`config.mk`:
```
export PLATFORM = sky130hd
export DESIGN_NAME = prpc_cell
export DESIGN_NICKNAME = d
export VERILOG_FILES = /design/src/hdl/prpc_pkg.sv /design/src/hdl/prpc_cell.sv
export SDC_FILE = /design/constraint.sdc
export NUM_CORES = 1
export LEC_CHECK = 0
export BUFFER_PORTS_ARGS = -buffer_cell sky130_fd_sc_hd__buf_2
export CAP_MARGIN = 25
export CORE_ASPECT_RATIO = 0.7
export CORE_MARGIN = 5
export CORE_UTILIZATION = 45
export CTS_CLUSTER_SIZE = 10
export DETAILED_ROUTE_END_ITERATION = 12
export PLACE_DENSITY = 0.81
export SYNTH_ARGS = -nofsm -noshare
export SYNTH_HDL_FRONTEND = slang
export SYNTH_SLANG_ARGS = --single-unit
export TNS_END_PERCENT = 30
```
`constraint.sdc`:
```
create_clock -name clk -period 8.75 [get_ports clk]
set_input_delay 1.75 -clock clk [delete_from_list [all_inputs] [get_ports clk]]
set_output_delay 1.75 -clock clk [all_outputs]
set_load 0.02 [all_outputs]
```
`src/hdl/prpc_pkg.sv`:
```
package prpc_pkg;

    // Table size default
    localparam int RULE_COUNT_DEF = 128;

    // Stream widths
    localparam int S_DATA_W = 120;
    localparam int M_DATA_W = 8;

    // Field widths
    localparam int INDEX_W = 7;
    localparam int PRIO_W  = 32;
    localparam int IP_W    = 32;
    localparam int PLEN_W  = 6;
    localparam int PROTO_W = 8;
    localparam int PORT_W  = 16;
    localparam int LEN_W   = 16;

    // Priority that is never selected; also the starting best value
    localparam logic [PRIO_W-1:0] PRIO_NONE = {PRIO_W{1'b1}};
    localparam logic [PLEN_W-1:0] PREFIX_MAX = PLEN_W'(IP_W);

    // Request kinds carried in tuser
    localparam logic OP_CLASSIFY = 1'b0;
    localparam logic OP_WRITE    = 1'b1;

    // One rule as held in a cell (active bit kept apart, it is reset)
    typedef struct packed {
        logic [IP_W-1:0]    src_ip;
        logic [IP_W-1:0]    mask;
        logic [PROTO_W-1:0] proto;
        logic [PORT_W-1:0]  port;
        logic [LEN_W-1:0]   ceiling;
        logic [PRIO_W-1:0]  prio;
        logic               drop_action;
    } rule_t;

    // Request travelling along the cell row, with the running best match
    typedef struct packed {
        logic               op;
        logic [INDEX_W-1:0] rule_index;
        logic [PRIO_W-1:0]  prio;
        logic [IP_W-1:0]    src_ip;
        logic [IP_W-1:0]    mask;
        logic [PROTO_W-1:0] proto;
        logic [PORT_W-1:0]  port;
        logic [LEN_W-1:0]   length;
        logic               drop_action;
        logic               active;
        logic               is_ipv4;
        logic [PRIO_W-1:0]  best;
        logic               verdict;
    } token_t;

    // Mask over the leading address bits for a prefix length
    function automatic logic [IP_W-1:0] lead_mask(input logic [PLEN_W-1:0] plen);
        logic [IP_W-1:0] m;
        if (plen == '0)
        begin
            m = '0;
        end
        else if (plen >= PREFIX_MAX)
        begin
            m = {IP_W{1'b1}};
        end
        else
        begin
            m = {IP_W{1'b1}} << (PREFIX_MAX - plen);
        end
        return m;
    endfunction

endpackage

```
`src/hdl/prpc_cell.sv`:
```
module prpc_cell #(
    parameter int CELL_INDEX = 0
) (
    input  logic            clk,
    input  logic            rst_n,
    input  logic            advance,
    input  logic            in_valid,
    input  prpc_pkg::token_t in_tok,
    output logic            out_valid,
    output prpc_pkg::token_t out_tok
);

    logic             valid_reg;
    prpc_pkg::token_t tok_reg;
    prpc_pkg::token_t tok_next;
    logic             active_reg;
    logic             active_next;
    prpc_pkg::rule_t  rule_reg;
    prpc_pkg::rule_t  rule_next;
    logic             wr_sel;
    logic             hit;

    // Capture a write request addressed to this slot
    always_comb
    begin
        wr_sel = in_valid && (in_tok.op == prpc_pkg::OP_WRITE)
                 && (int'(in_tok.rule_index) == CELL_INDEX);
        active_next = active_reg;
        rule_next   = rule_reg;
        if (wr_sel)
        begin
            active_next          = in_tok.active;
            rule_next.src_ip     = in_tok.src_ip;
            rule_next.mask       = in_tok.mask;
            rule_next.proto      = in_tok.proto;
            rule_next.port       = in_tok.port;
            rule_next.ceiling    = in_tok.length;
            rule_next.prio       = in_tok.prio;
            rule_next.drop_action = in_tok.drop_action;
        end
    end

    // Match the held rule against a passing classify request
    always_comb
    begin
        hit = in_valid && (in_tok.op == prpc_pkg::OP_CLASSIFY) && in_tok.is_ipv4
              && active_reg
              && (((rule_reg.src_ip ^ in_tok.src_ip) & rule_reg.mask) == '0)
              && ((rule_reg.proto == '0) || (rule_reg.proto == in_tok.proto))
              && ((rule_reg.ceiling == '0) || (in_tok.length <= rule_reg.ceiling))
              && ((rule_reg.port == '0)
                  || ((in_tok.port != '0) && (rule_reg.port == in_tok.port)))
              && (rule_reg.prio < in_tok.best);
        tok_next = in_tok;
        if (hit)
        begin
            tok_next.best    = rule_reg.prio;
            tok_next.verdict = rule_reg.drop_action;
        end
    end

    // Advance control bits
    always_ff @(posedge clk or negedge rst_n)
    begin
        if (!rst_n)
        begin
            valid_reg  <= 1'b0;
            active_reg <= 1'b0;
        end
        else if (advance)
        begin
            valid_reg  <= in_valid;
            active_reg <= active_next;
        end
    end

    // Advance payload
    always_ff @(posedge clk)
    begin
        if (advance)
        begin
            tok_reg  <= tok_next;
            rule_reg <= rule_next;
        end
    end

    assign out_valid = valid_reg;
    assign out_tok   = tok_reg;

endmodule

```
## Word-level counts from Yosys, hierarchy flattened

Cells that the tools add are included.

| storage, ports and cells | value |
|---|---|
| word-level logic and storage cells | 51 |
| bits of input ports | 184 |
| output and inout port bits | 181 |
| bits in registers | 319 |

| operators by class | value |
|---|---|
| multiplexer cells | 1 |
| reduce and logical (&&, ||, !) cells | 21 |
| equal/unequal tests | 2 |
| $lt $le $gt $ge | 2 |
| bitwise logic cells | 3 |

Operators by type and width:

| operator | number |
|---|---|
| two-way mux 33 bit | 1 |
| bitwise AND 32 bit | 1 |
| logical NOT 16 bit | 2 |
| logical NOT 32 bit | 1 |
| < comparator 32 bit | 1 |
| bitwise XOR 32 bit | 1 |
| == test 16 bit | 1 |
| <= comparator 16 bit | 1 |
| nonzero test 16 bit | 1 |
| logical AND 1 bit | 11 |
| == test 8 bit | 1 |
| logical NOT 8 bit | 1 |
| logical NOT 7 bit | 1 |
| logical OR 1 bit | 3 |
| AND reduction 2 bit | 1 |
| inverter 1 bit | 1 |

## Logic depth before layout (Yosys ltp)

Gate-level depths: netlist of the first run.

| logic depth | value |
|---|---|
| word-level depth | 10 |
| mapped depth | 10 |
| mapped depth without buffers | 9 |

## Worst setup path before layout of the first run

Ideal clock, no wire load.

| path | value |
|---|---|
| path kind | in2reg |
| start | input in_tok[172] (netlist bit) |
| end | register active_reg |
| path slack | -8197 ps |
| arrival time | 16813 ps |
| stages | 2 |
| library setup time | 133 ps |
| cells stage by stage | nor4_1 > mux2_2 |

| between the ends | value |
|---|---|
| cells in the longest elaborated chain, start to end | 3 |

RTL lines:

| element | RTL line | source |
|---|---|---|
| start, declared | prpc_cell.sv:8 | `input prpc_pkg::token_t in_tok,` |
| logical NOT 7 bit | prpc_cell.sv:27 | `&& (int'(in_tok.rule_index) == CELL_INDEX);` |
| logical AND 1 bit | prpc_cell.sv:27 |  |
| AND reduction 2 bit (no line) | -- |  |
| end signal, assigned | prpc_cell.sv:73 | `active_reg <= active_next;` |
| end, declared | prpc_cell.sv:16 | `logic active_reg;` |

Every way passes these cells.
A chain may end at the register's enable or synchronous reset.

==> key figures, run 1 <==
Run status
  – Status: complete, no violations

Worst setup path
  – Critical Path RT: between 9 and 10 ns
  – Crit path arrival time: about 4.8 ns
  – Maximum net fanout on the critical path: 33
  – Startpoint types: input port
  – CP endpoint kind: flop
  – WS Path Type: in -> reg

Finish
  – Most frequent cells in the layout: buf_2 (363), edfxtp_1 (317), inv_1 (47), ha_1 (47), xor2_1 (40)
  – Filler cell count in the final layout: 2,061
  – Share of layout cells above drive strength 1: 43.3%
  – Nets@finish: around 1,300
  – Final std cells w/o fill: 1,409
  – Antenna Cells: 0
  – Max reg flops: 180
  – Area Growth Syn to Fin: 27.8%
  – Area of the multi-input gates: about 2400 um2
  – FF/Latch Area: 9570 um2
  – Commonest non-fill, non-tap cell in the layout: buf_2

Logic synthesis
  – Async SR Flop Fraction: less than 1%
  – Post-synthesis sequential area ratio: between 70% and 80%
  – Post-synthesis cell count: 628
  – Mean Syn Cell Area: 19.4 um2
  – Mapped Nets: approximately 860
  – Number of flops mapped to enable cells by yosys: roughly 320
  – Netlist cell types: 37
  – Cell Area, Synth: around 12,000 um2
  – #FFs+latches synth: 319
  – Ys flop type: edfxtp_1
  – YS warnings: 0

Route
  – DR iter-0 viols: around 240
  – Via count: between 6,000 and 7,000
  – DRC: 0
  – 1st-pass router iterations: 4
  – Final WL: ~28 mm
  – Via density: around 4.9
  – DR WL/cell: between 15 and 20 um
  – Routed Antenna Nets: 0

STA
  – Hold Violations, Final: 0
  – Endpoints failing setup: 0
  – Slew headroom: between 40% and 50%
  – Clk_skew: 0.0130 ns
  – Tightest Pin Transition: 0.875 ns
  – Hold WS: around 0.5 ns
  – Period minus WS final: roughly 4.5 ns
  – Final Cycle Share: between 50% and 60%
  – RSZ-0062 raised after global routing: false
  – Setup TNS: 0 ns
  – Slew Viols, Final: 0
  – FMAX: between 0.2 and 0.25 GHz

Floorplan
  – Starting Density: between 40% and 50%
  – # IOs: around 370
  – Die area: 30,500 um2
  – Core footprint: 26,700 um2
  – Die X-Extent: roughly 210 um
  – Rows: 50
  – Die height: 148 um

CTS
  – CTS hold repair buffers: 0
  – CTS tree: built
  – Root Driver: clkbuf_16
  – Setup Buffers After CTS: 0
  – Clock sinks: roughly 320
  – Clock tree buffer depth: 3
  – H-Tree Level Count: 2
  – Clock Latency Late Sink: 0.53 ns
  – Num CTS Buffers: 38
  – CTS clock-pin slew for the worst setup and hold paths: ~0.050 ns
  – CTS resizes: 0

Pwr
  – Tot Pwr: between 3 and 4 mW
  – P_leak: ~6.3 nW
  – Maximum vdd ir drop: ~0.17 mV
  – Pwr Density: ~220 nW/um2

Global routing
  – Vias in the first global route: roughly 7,400
  – Global-route wire length before repair: around 42 mm
  – GRT Util Overall: approximately 18%
  – Largest net degree at the start of global routing: 69
  – Antenna violations before repair: 5
  – Overflow after GRT: 0

Placed design
  – Final GP Congestion: approximately 0.8
  – Dpl cells: about 1,400
  – Hpwl dp: 20.9 mm
  – Number of port buffers: approximately 360

Run
  – Maximum capacitance violations: 0

Hold path
  – HP Class: reg -> reg
==> layer usage <==
layer	wire length [um]	track usage, %	vias up
li1	-	-	3266
met2	13800	29.8	254
met3	2310	5.77	48
met4	479	4.59	8
met1	11500	22.9	3381
met5	48	0	-
==> worst max-delay path: stages <==
cell and delay [ns]:
buf_2 0.09, inv_1 0.04, ha_1 0.30, a21o_1 0.16
a21o_1 0.16, a21oi_1 0.25, o2111ai_1 0.15, or4_4 0.56
a2111oi_4 0.32, buf_4 0.57, mux2_2 0.41
==> area by class of cell <==
type	instances	area share, %
multi-input cells	259	15.4
flip-flops and latches	319	61.6
clock buffers	43	6.24
repair buffers	370	12.1
clock inverters	7	0.644
inverters	47	1.14
well taps	364	2.93
==> power by group <==
part	total, mW	leakage (nW)	internal, mW	switching (mW)
clock	1.39	0.519	0.817	0.575
sequential	1.78	3.02	1.76	0.0171
combinational	0.296	2.74	0.103	0.192
==> final timing paths <==
path	startpoint	to	slack, ns	cells past startpoint
max reg2reg	rule_reg[26]	out_tok[0]	5.20	9
min in group asynchronous	rst_n	out_valid	1.01	1
min reg2reg	active_reg	active_reg	0.51	1
min	active_reg	active_reg	0.51	1
max in group asynchronous	rst_n	active_reg	7.64	1
max	in_tok[26]	out_tok[0]	4.25	11
==> synthesized netlist by cell type, types with 3 or more instances <==
cell type | n | share of area [%]
a22o_1 | 4 | 0.29
xnor2_1 | 16 | 1.2
a21oi_1 | 16 | 0.66
a221oi_1 | 4 | 0.29
nor4_1 | 16 | 0.82
nor2_1 | 5 | 0.15
inv_1 | 47 | 1.5
a211oi_1 | 3 | 0.19
mux2_2 | 5 | 0.46
edfxtp_1 | 317 | 78
a21o_1 | 10 | 0.62
a22oi_1 | 7 | 0.43
nand2_1 | 9 | 0.28
nand4_1 | 18 | 0.93
ha_1 | 47 | 4.8
buf_6 | 3 | 0.28
o21ai_0 | 8 | 0.33
xor2_1 | 40 | 2.9
mux2_4 | 30 | 3.7
==> metrics by stage <==
| stage | cell area (um2) | setup slack [ns] | util [%] |
|---|---|---|---|
| floorplan | 12200 | 1.51 | - |
| global placement | 14500 | 3.72 | 54.3 |
| finish | 15500 | 4.25 | 58.3 |
| detailed placement | 14500 | 3.71 | 54.3 |
| global route | 15500 | 4.11 | 58.3 |
| CTS | 15500 | 4.27 | 58.3 |
==> kinds of logic after synthesis <==
kind of cell,Yosys count,share of synthesized area (%)
XOR/XNOR,56,4.03
AO/OA/AOI/OAI,60,3.51
multiplexers,35,4.17
AND/OR/NAND/NOR,61,3.01
flip-flops,319,78.7
buffers and inverters,50,1.73
adder cells (fa/ha/maj),47,4.84
(Power assumes the default switching activity.)
==> run 2, diff against run 1 <==
==> constraint.sdc (replaced) <==
create_clock -name clk -period 4.2 [get_ports clk]
set_input_delay 0.84 -clock clk [delete_from_list [all_inputs] [get_ports clk]]
set_output_delay 0.84 -clock clk [all_outputs]
set_load 0.02 [all_outputs]
==> key figures, run 2 (same netlist as run 1, synthesis figures left out) <==
Run status
  – Status: complete, no violations (unchanged)

Route
  – Via density: 5.03 (was 4.94)
  – DR iter-0 viols: 333 (was 236)
  – 1st-pass router iterations: 4 (unchanged)
  – DRC: 0 (unchanged)
  – Routed Antenna Nets: 0 (unchanged)
  – DR WL/cell: 20.2 um (was 20.0 um)
  – Via count: 7,064 (was 6,957)
  – Final WL: 28.4 mm (was 28.2 mm)

Finish
  – Max reg flops: 180 (unchanged)
  – Share of layout cells above drive strength 1: 43.7% (was 43.3%)
  – Commonest non-fill, non-tap cell in the layout: buf_2 (unchanged)
  – Final std cells w/o fill: 1,403 (was 1,409)
  – Most frequent cells in the layout: buf_2 (363), edfxtp_1 (317), inv_1 (47), ha_1 (47), xor2_1 (40) (unchanged)
  – Area Growth Syn to Fin: 28.1% (was 27.8%)
  – Antenna Cells: 0 (unchanged)
  – Nets@finish: 1,266 (unchanged)

CTS
  – Clock Latency Late Sink: 0.53 ns (about the same)
  – CTS clock-pin slew for the worst setup and hold paths: 0.05 ns (about the same)
  – Num CTS Buffers: 38 (unchanged)
  – CTS resizes: 0 (unchanged)
  – H-Tree Level Count: 2 (unchanged)
  – Root Driver: clkbuf_16 (unchanged)
  – CTS hold repair buffers: 0 (unchanged)
  – Setup Buffers After CTS: 0 (unchanged)
  – CTS tree: built (unchanged)
  – Clock tree buffer depth: 3 (unchanged)
  – Clock sinks: 319 (unchanged)

STA
  – FMAX: 0.298 GHz
  – Hold WS: 0.0886 ns (was 0.511 ns)
  – Endpoints failing setup: 0 (unchanged)
  – Period minus WS final: around 3.4 ns
  – Tightest Pin Transition: 0.771 ns (was 0.875 ns)
  – Setup TNS: 0 ns (unchanged)
  – Slew Viols, Final: 0 (unchanged)
  – Clk_skew: 0.0108 ns (was 0.0130 ns)
  – RSZ-0062 raised after global routing: false (unchanged)
  – Hold Violations, Final: 0 (unchanged)
  – Slew headroom: 48.6% (was 41.7%)
  – Final Cycle Share: 79.8%

Placed design
  – Final GP Congestion: 0.813 (was 0.820)
  – Hpwl dp: 21.2 mm (was 20.9 mm)
  – Number of port buffers: 364 (unchanged)
  – Dpl cells: 1,359 (unchanged)

Floorplan
  – Die X-Extent: 206 um (unchanged)
  – Die height: 148 um (unchanged)
  – Rows: 50 (unchanged)
  – # IOs: 365 (unchanged)
  – Core footprint: 26,700 um2 (unchanged)
  – Die area: 30,500 um2 (unchanged)
  – Starting Density: 45.6% (unchanged)

Run
  – Maximum capacitance violations: 0 (unchanged)

Pwr
  – Int Power: 5.57 mW (was 2.68 mW)
  – Reg power frac: 51.4% (was 51.3%)
  – Psw: 1.63 mW (was 0.784 mW)
  – Comb pwr share: 8.6% (was 8.5%)
  – Switching share of power: 22.7% (was 22.6%)
  – Clock power share: 40.0% (was 40.2%)
  – Pwr Density: 462 nW/um2 (was 223 nW/um2)
  – Maximum vdd ir drop: 0.337 mV (was 0.165 mV)
  – P_leak: 6.29 nW (was 6.28 nW)

Hold path
  – HP Class: in -> async (was reg -> reg)

Worst setup path
  – Maximum net fanout on the critical path: 33 (unchanged)
  – R2r endpoint: out_tok[0] (unchanged)
  – Critical Path RT: 4.48 ns (was 9.02 ns)
  – CP endpoint kind: flop (unchanged)
  – Startpoint types: input port (unchanged)
  – RR Startpoint: rule_reg[26] (unchanged)
  – WS Path Type: in -> reg (unchanged)
  – R2R setup slack: 0.87 ns (was 5.20 ns)
  – Crit path arrival time: 3.63 ns (was 4.78 ns)
  – Worst-case reg-to-reg path depth: 9 (unchanged)

Global routing
  – Overflow after GRT: 0 (unchanged)
  – Vias in the first global route: 7,519 (was 7,397)
  – Global-route wire length before repair: 42.5 mm (was 42.0 mm)
  – Antenna violations before repair: 4 (was 5)
  – GRT Util Overall: 18.2% (was 17.9%)
  – Largest net degree at the start of global routing: 107 (was 69)
[run 2: changes by cell type in the layout (fill, tap and decap cells not counted)]
cell,delta
buf_6,-1
clkbuf_1,-4
buf_4,-3
clkinv_4,+1
clkbuf_8,+1
nor4_4,+1
buf_12,+3
clkinv_1,-3
nor4_1,-1
[run 2: worst max-delay path by stage]
stage,depth (start not counted),end,from
6_report,11,out_tok[0],in_tok[26]
5_1_grt,11,out_tok[0],in_tok[26]
4_1_cts,11,out_tok[0],in_tok[26]
3_5_place_dp,11,out_tok[0],in_tok[26]
3_3_place_gp,11,out_tok[0],in_tok[32]
2_1_floorplan,4,active_reg,in_tok[175]
[run 2: per-stage QoR]
step                      utilization (%)  power (mW)  setup slack, ns  area [um2]
after global routing                 58.4        7.49            0.733       15600
after global placement               54.5        4.38            0.319       14500
after detailed placement             54.5        4.39            0.289       14500
final                                58.4        7.20            0.849       15600
after floorplan                         -        4.05            -2.05       12200
after CTS                            58.4        7.29            0.854       15600
[run 2: area by class of cell]
| class | count | area [um2] |
|---|---|---|
| Clock buffer | 39 | 955 |
| Clock inverter | 5 | 97.6 |
| Fill cell | 2033 | 11100 |
| Inverter | 47 | 176 |
| Multi-Input combinational cell | 259 | 2410 |
| Sequential cell | 319 | 9570 |
| Tap cell | 364 | 455 |
| Timing Repair Buffer | 370 | 1910 |
[run 2: critical path, stage by stage]
cell and delay (ns):
buf_2 0.09, inv_1 0.04, ha_1 0.29, a21o_1 0.16, a21o_1 0.17, a21oi_1 0.23
o2111ai_1 0.15, or4_4 0.58, a2111oi_4 0.40, buf_12 0.30, mux2_2 0.36
[run 2: layer usage]
layer  track usage, %  up-vias  share of wire (%)
met3             6.16       51                9.2
li1                 -     3261                  -
met1             23.0     3425                 40
met4             4.45        6                1.9
met5                0        -               0.16
met2             30.6      321                 49
[run 2: power by group through the flow]
stage               Sequential [mW]  Clock [mW]  Combinational (mW)
global placement               3.76           0               0.616
CTS                            3.70        2.96               0.631
global route                   3.71        3.11               0.667
detailed placement             3.77           0               0.629
floorplan                      3.96           0              0.0925
finish                         3.70        2.88               0.622
==> run 3, diff against run 2 <==
--- a/config.mk
+++ b/config.mk
@@ -12,7 +12,7 @@
 export CORE_UTILIZATION = 45
 export CTS_CLUSTER_SIZE = 10
 export DETAILED_ROUTE_END_ITERATION = 12
-export PLACE_DENSITY = 0.81
+export PLACE_DENSITY = 0.84
 export SYNTH_ARGS = -nofsm -noshare
 export SYNTH_HDL_FRONTEND = slang
 export SYNTH_SLANG_ARGS = --single-unit
==> constraint.sdc (replaced) <==
create_clock -name clk -period 3 [get_ports clk]
set_input_delay 0.6 -clock clk [delete_from_list [all_inputs] [get_ports clk]]
set_output_delay 0.6 -clock clk [all_outputs]
set_load 0.02 [all_outputs]
==> key figures, run 3 (same netlist as run 1, synthesis figures left out) <==
CTS
  – Num CTS Buffers: 38 (unchanged)
  – CTS tree: built (unchanged)
  – H-Tree Level Count: 2 (unchanged)
  – Clock Latency Late Sink: 0.52 ns (was 0.53 ns)
  – Clock tree buffer depth: 3 (unchanged)
  – Root Driver: clkbuf_16 (unchanged)
  – CTS clock-pin slew for the worst setup and hold paths: 0.05 ns (about the same)
  – Clock sinks: 319 (unchanged)

Hold path
  – HP Class: in -> reg (was in -> async)

Route
  – 1st-pass router iterations: 4 (unchanged)
  – Final WL: 30.0 mm (was 28.4 mm)
  – DR WL/cell: 20.2 um (about the same)
  – DRC: 0 (unchanged)
  – Routed Antenna Nets: 0 (unchanged)
  – DR iter-0 viols: 366 (was 333)
  – Via count: 7,345 (was 7,064)
  – Via density: 4.95 (was 5.03)

Finish
  – Area Growth Syn to Fin: 33.3% (was 28.1%)
  – Commonest non-fill, non-tap cell in the layout: buf_2 (unchanged)
  – Most frequent cells in the layout: buf_2 (363), edfxtp_1 (317), buf_4 (71), inv_1 (47), ha_1 (47) (was buf_2 (363), edfxtp_1 (317), inv_1 (47), ha_1 (47), xor2_1 (40))
  – Filler cell count in the final layout: 1,964 (was 2,033)
  – Max reg flops: 180 (unchanged)
  – Finished Cell Area: 16,200 um2 (was 15,600 um2)
  – Share of layout cells above drive strength 1: 47.4% (was 43.7%)
  – Area of the multi-input gates: 2430 um2 (was 2410 um2)
  – FF/Latch Area: 9570 um2 (unchanged)
  – Nets@finish: 1,340 (was 1,266)
  – Final std cells w/o fill: 1,485 (was 1,403)

Pwr
  – P_leak: 6.66 nW (was 6.29 nW)
  – Pwr Density: 625 nW/um2 (was 462 nW/um2)
  – Tot Pwr: 10.1 mW (was 7.20 mW)
  – Maximum vdd ir drop: 0.529 mV (was 0.337 mV)

Worst setup path
  – Critical Path RT: 3.26 ns (was 4.48 ns)
  – Startpoint types: flop (was input port)
  – Largest stage delay, worst path: 0.56 ns (was 0.58 ns)
  – Maximum net fanout on the critical path: 11 (was 33)
  – Worst-case reg-to-reg path depth: 10 (was 9)
  – Crit path arrival time: 3.42 ns (was 3.63 ns)
  – R2R setup slack: -0.16 ns (was 0.87 ns)
  – Slowest CP cell: or4_4 (unchanged)
  – R2r endpoint: out_tok[20] (was out_tok[0])
  – End point of the critical path: out_tok[20] (was out_tok[0])
  – WS Path Type: reg -> reg (was in -> reg)
  – Crit-path cells: ha_1 -> a21o_1 -> a21o_1 -> a21oi_2 -> o2111ai_2 -> or4_4 -> a2111oi_4 -> buf_12 -> buf_12 -> mux2_4 (was buf_2 -> inv_1 -> ha_1 -> a21o_1 -> a21o_1 -> a21oi_1 -> o2111ai_1 -> or4_4 -> a2111oi_4 -> buf_12 -> mux2_2)
  – Critical path startpoint: rule_reg[26] (was in_tok[26])
  – CP endpoint kind: flop (unchanged)
  – RR Startpoint: rule_reg[26] (unchanged)

Placed design
  – Hpwl dp: 22.4 mm (was 21.2 mm)
  – Final GP Congestion: 0.851 (was 0.813)
  – Placed Area: 15,100 um2 (was 14,500 um2)
  – Number of port buffers: 364 (unchanged)
  – Dpl cells: 1,431 (was 1,359)

STA
  – Hold WS: 0.264 ns (was 0.0886 ns)
  – FMAX: between 0.3 and 0.4 GHz
  – Final Cycle Share: 105%
  – Endpoints failing setup: 33 (was 0)
  – RSZ-0062 raised after global routing: true (was false)
  – Tightest Pin Transition: 0.727 ns (was 0.771 ns)
  – Period minus WS final: about 3.2 ns
  – Clk_skew: 0.0171 ns (was 0.0108 ns)
  – Slew headroom: 51.5% (was 48.6%)
  – Setup WS post-layout: -0.158 ns (was 0.849 ns)
  – Slew Viols, Final: 0 (unchanged)
  – Hold Violations, Final: 0 (unchanged)

Global routing
  – Antenna violations before repair: 2 (was 4)
  – GRT Util Overall: 19.1% (was 18.2%)
  – Overflow after GRT: 0 (unchanged)
  – Largest net degree at the start of global routing: 129 (was 107)
  – Vias in the first global route: 7,812 (was 7,519)
  – Global-route wire length before repair: 44.5 mm (was 42.5 mm)

Run status
  – Failing checks: setup timing
  – Status: finished, violations left (was complete, no violations)

Floorplan
  – Core footprint: 26,700 um2 (unchanged)
  – Die height: 148 um (unchanged)
  – Starting Density: 45.6% (unchanged)
  – # IOs: 365 (unchanged)
  – Die X-Extent: 206 um (unchanged)
  – Die area: 30,500 um2 (unchanged)
  – Rows: 50 (unchanged)

Run
  – Maximum capacitance violations: 0 (unchanged)
==> run 3: final cells by class <==
| class | count | area share (%) |
|---|---|---|
| well taps | 364 | 2.81 |
| clock inverters | 5 | 0.270 |
| diodes | 2 | 0.0309 |
| repair buffers | 444 | 15.6 |
| inverters | 47 | 1.09 |
| flip-flops and latches | 319 | 59.0 |
| clock buffers | 45 | 6.16 |
| multi-input cells | 259 | 15.0 |
==> run 3: critical path, delay by kind of cell, from the launching register on <==
kind | cells | cell delay [ns]
and+or+nand+nor | 1 | 0.56
muxes | 1 | 0.30
adders and majority gates | 1 | 0.30
buffers and inverters | 2 | 0.34
DFF | 1 | 0.39
AOI/OAI and AO/OA | 5 | 0.98
==> run 3: routing by layer <==
layer,routed length (um),global-route usage (%),vias up
li1,-,-,3421
met1,11900,23.5,3588
met2,14900,32.6,280
met3,2440,6.21,54
met4,758,5.25,2
met5,11,0,-
==> run 3: worst min path at each step <==
stage | from | to | slack [ns] | depth (start not counted)
finish | in_tok[107] | rule_reg[104] | 0.26 | 1
detailed placement | rst_n | out_valid | 0.39 | 1
global placement | rst_n | out_valid | 0.39 | 1
CTS | in_tok[163] | out_tok[163] | 0.24 | 1
global route | in_tok[107] | rule_reg[104] | 0.24 | 1
floorplan | rst_n | active_reg | 0.30 | 0
==> run 3: through the flow <==
step | worst slack [ns] | TNS [ns] | util (%)
floorplan | -3.01 | -394.20 | -
global placement | -0.591 | -18.57 | 56.7
detailed placement | -0.614 | -19.26 | 56.7
CTS | -0.233 | -6.41 | 60.8
global route | -0.251 | -7.28 | 60.8
finish | -0.158 | -4.15 | 60.8
==> run 3: timing repair <==
item,in CTS,in global routing
hold buffers,1,0
resized for setup,4,1
endpoints found under the hold margin,2,0
buffers inserted,0,1
pin swaps,1,1
endpoints found under the setup margin,33,33
==> run 3: where the power goes <==
group,switching [mW],internal [mW]
combinational,0.580,0.349
clock,1.68,2.34
sequential,0.0519,5.13
total,2.31,7.82
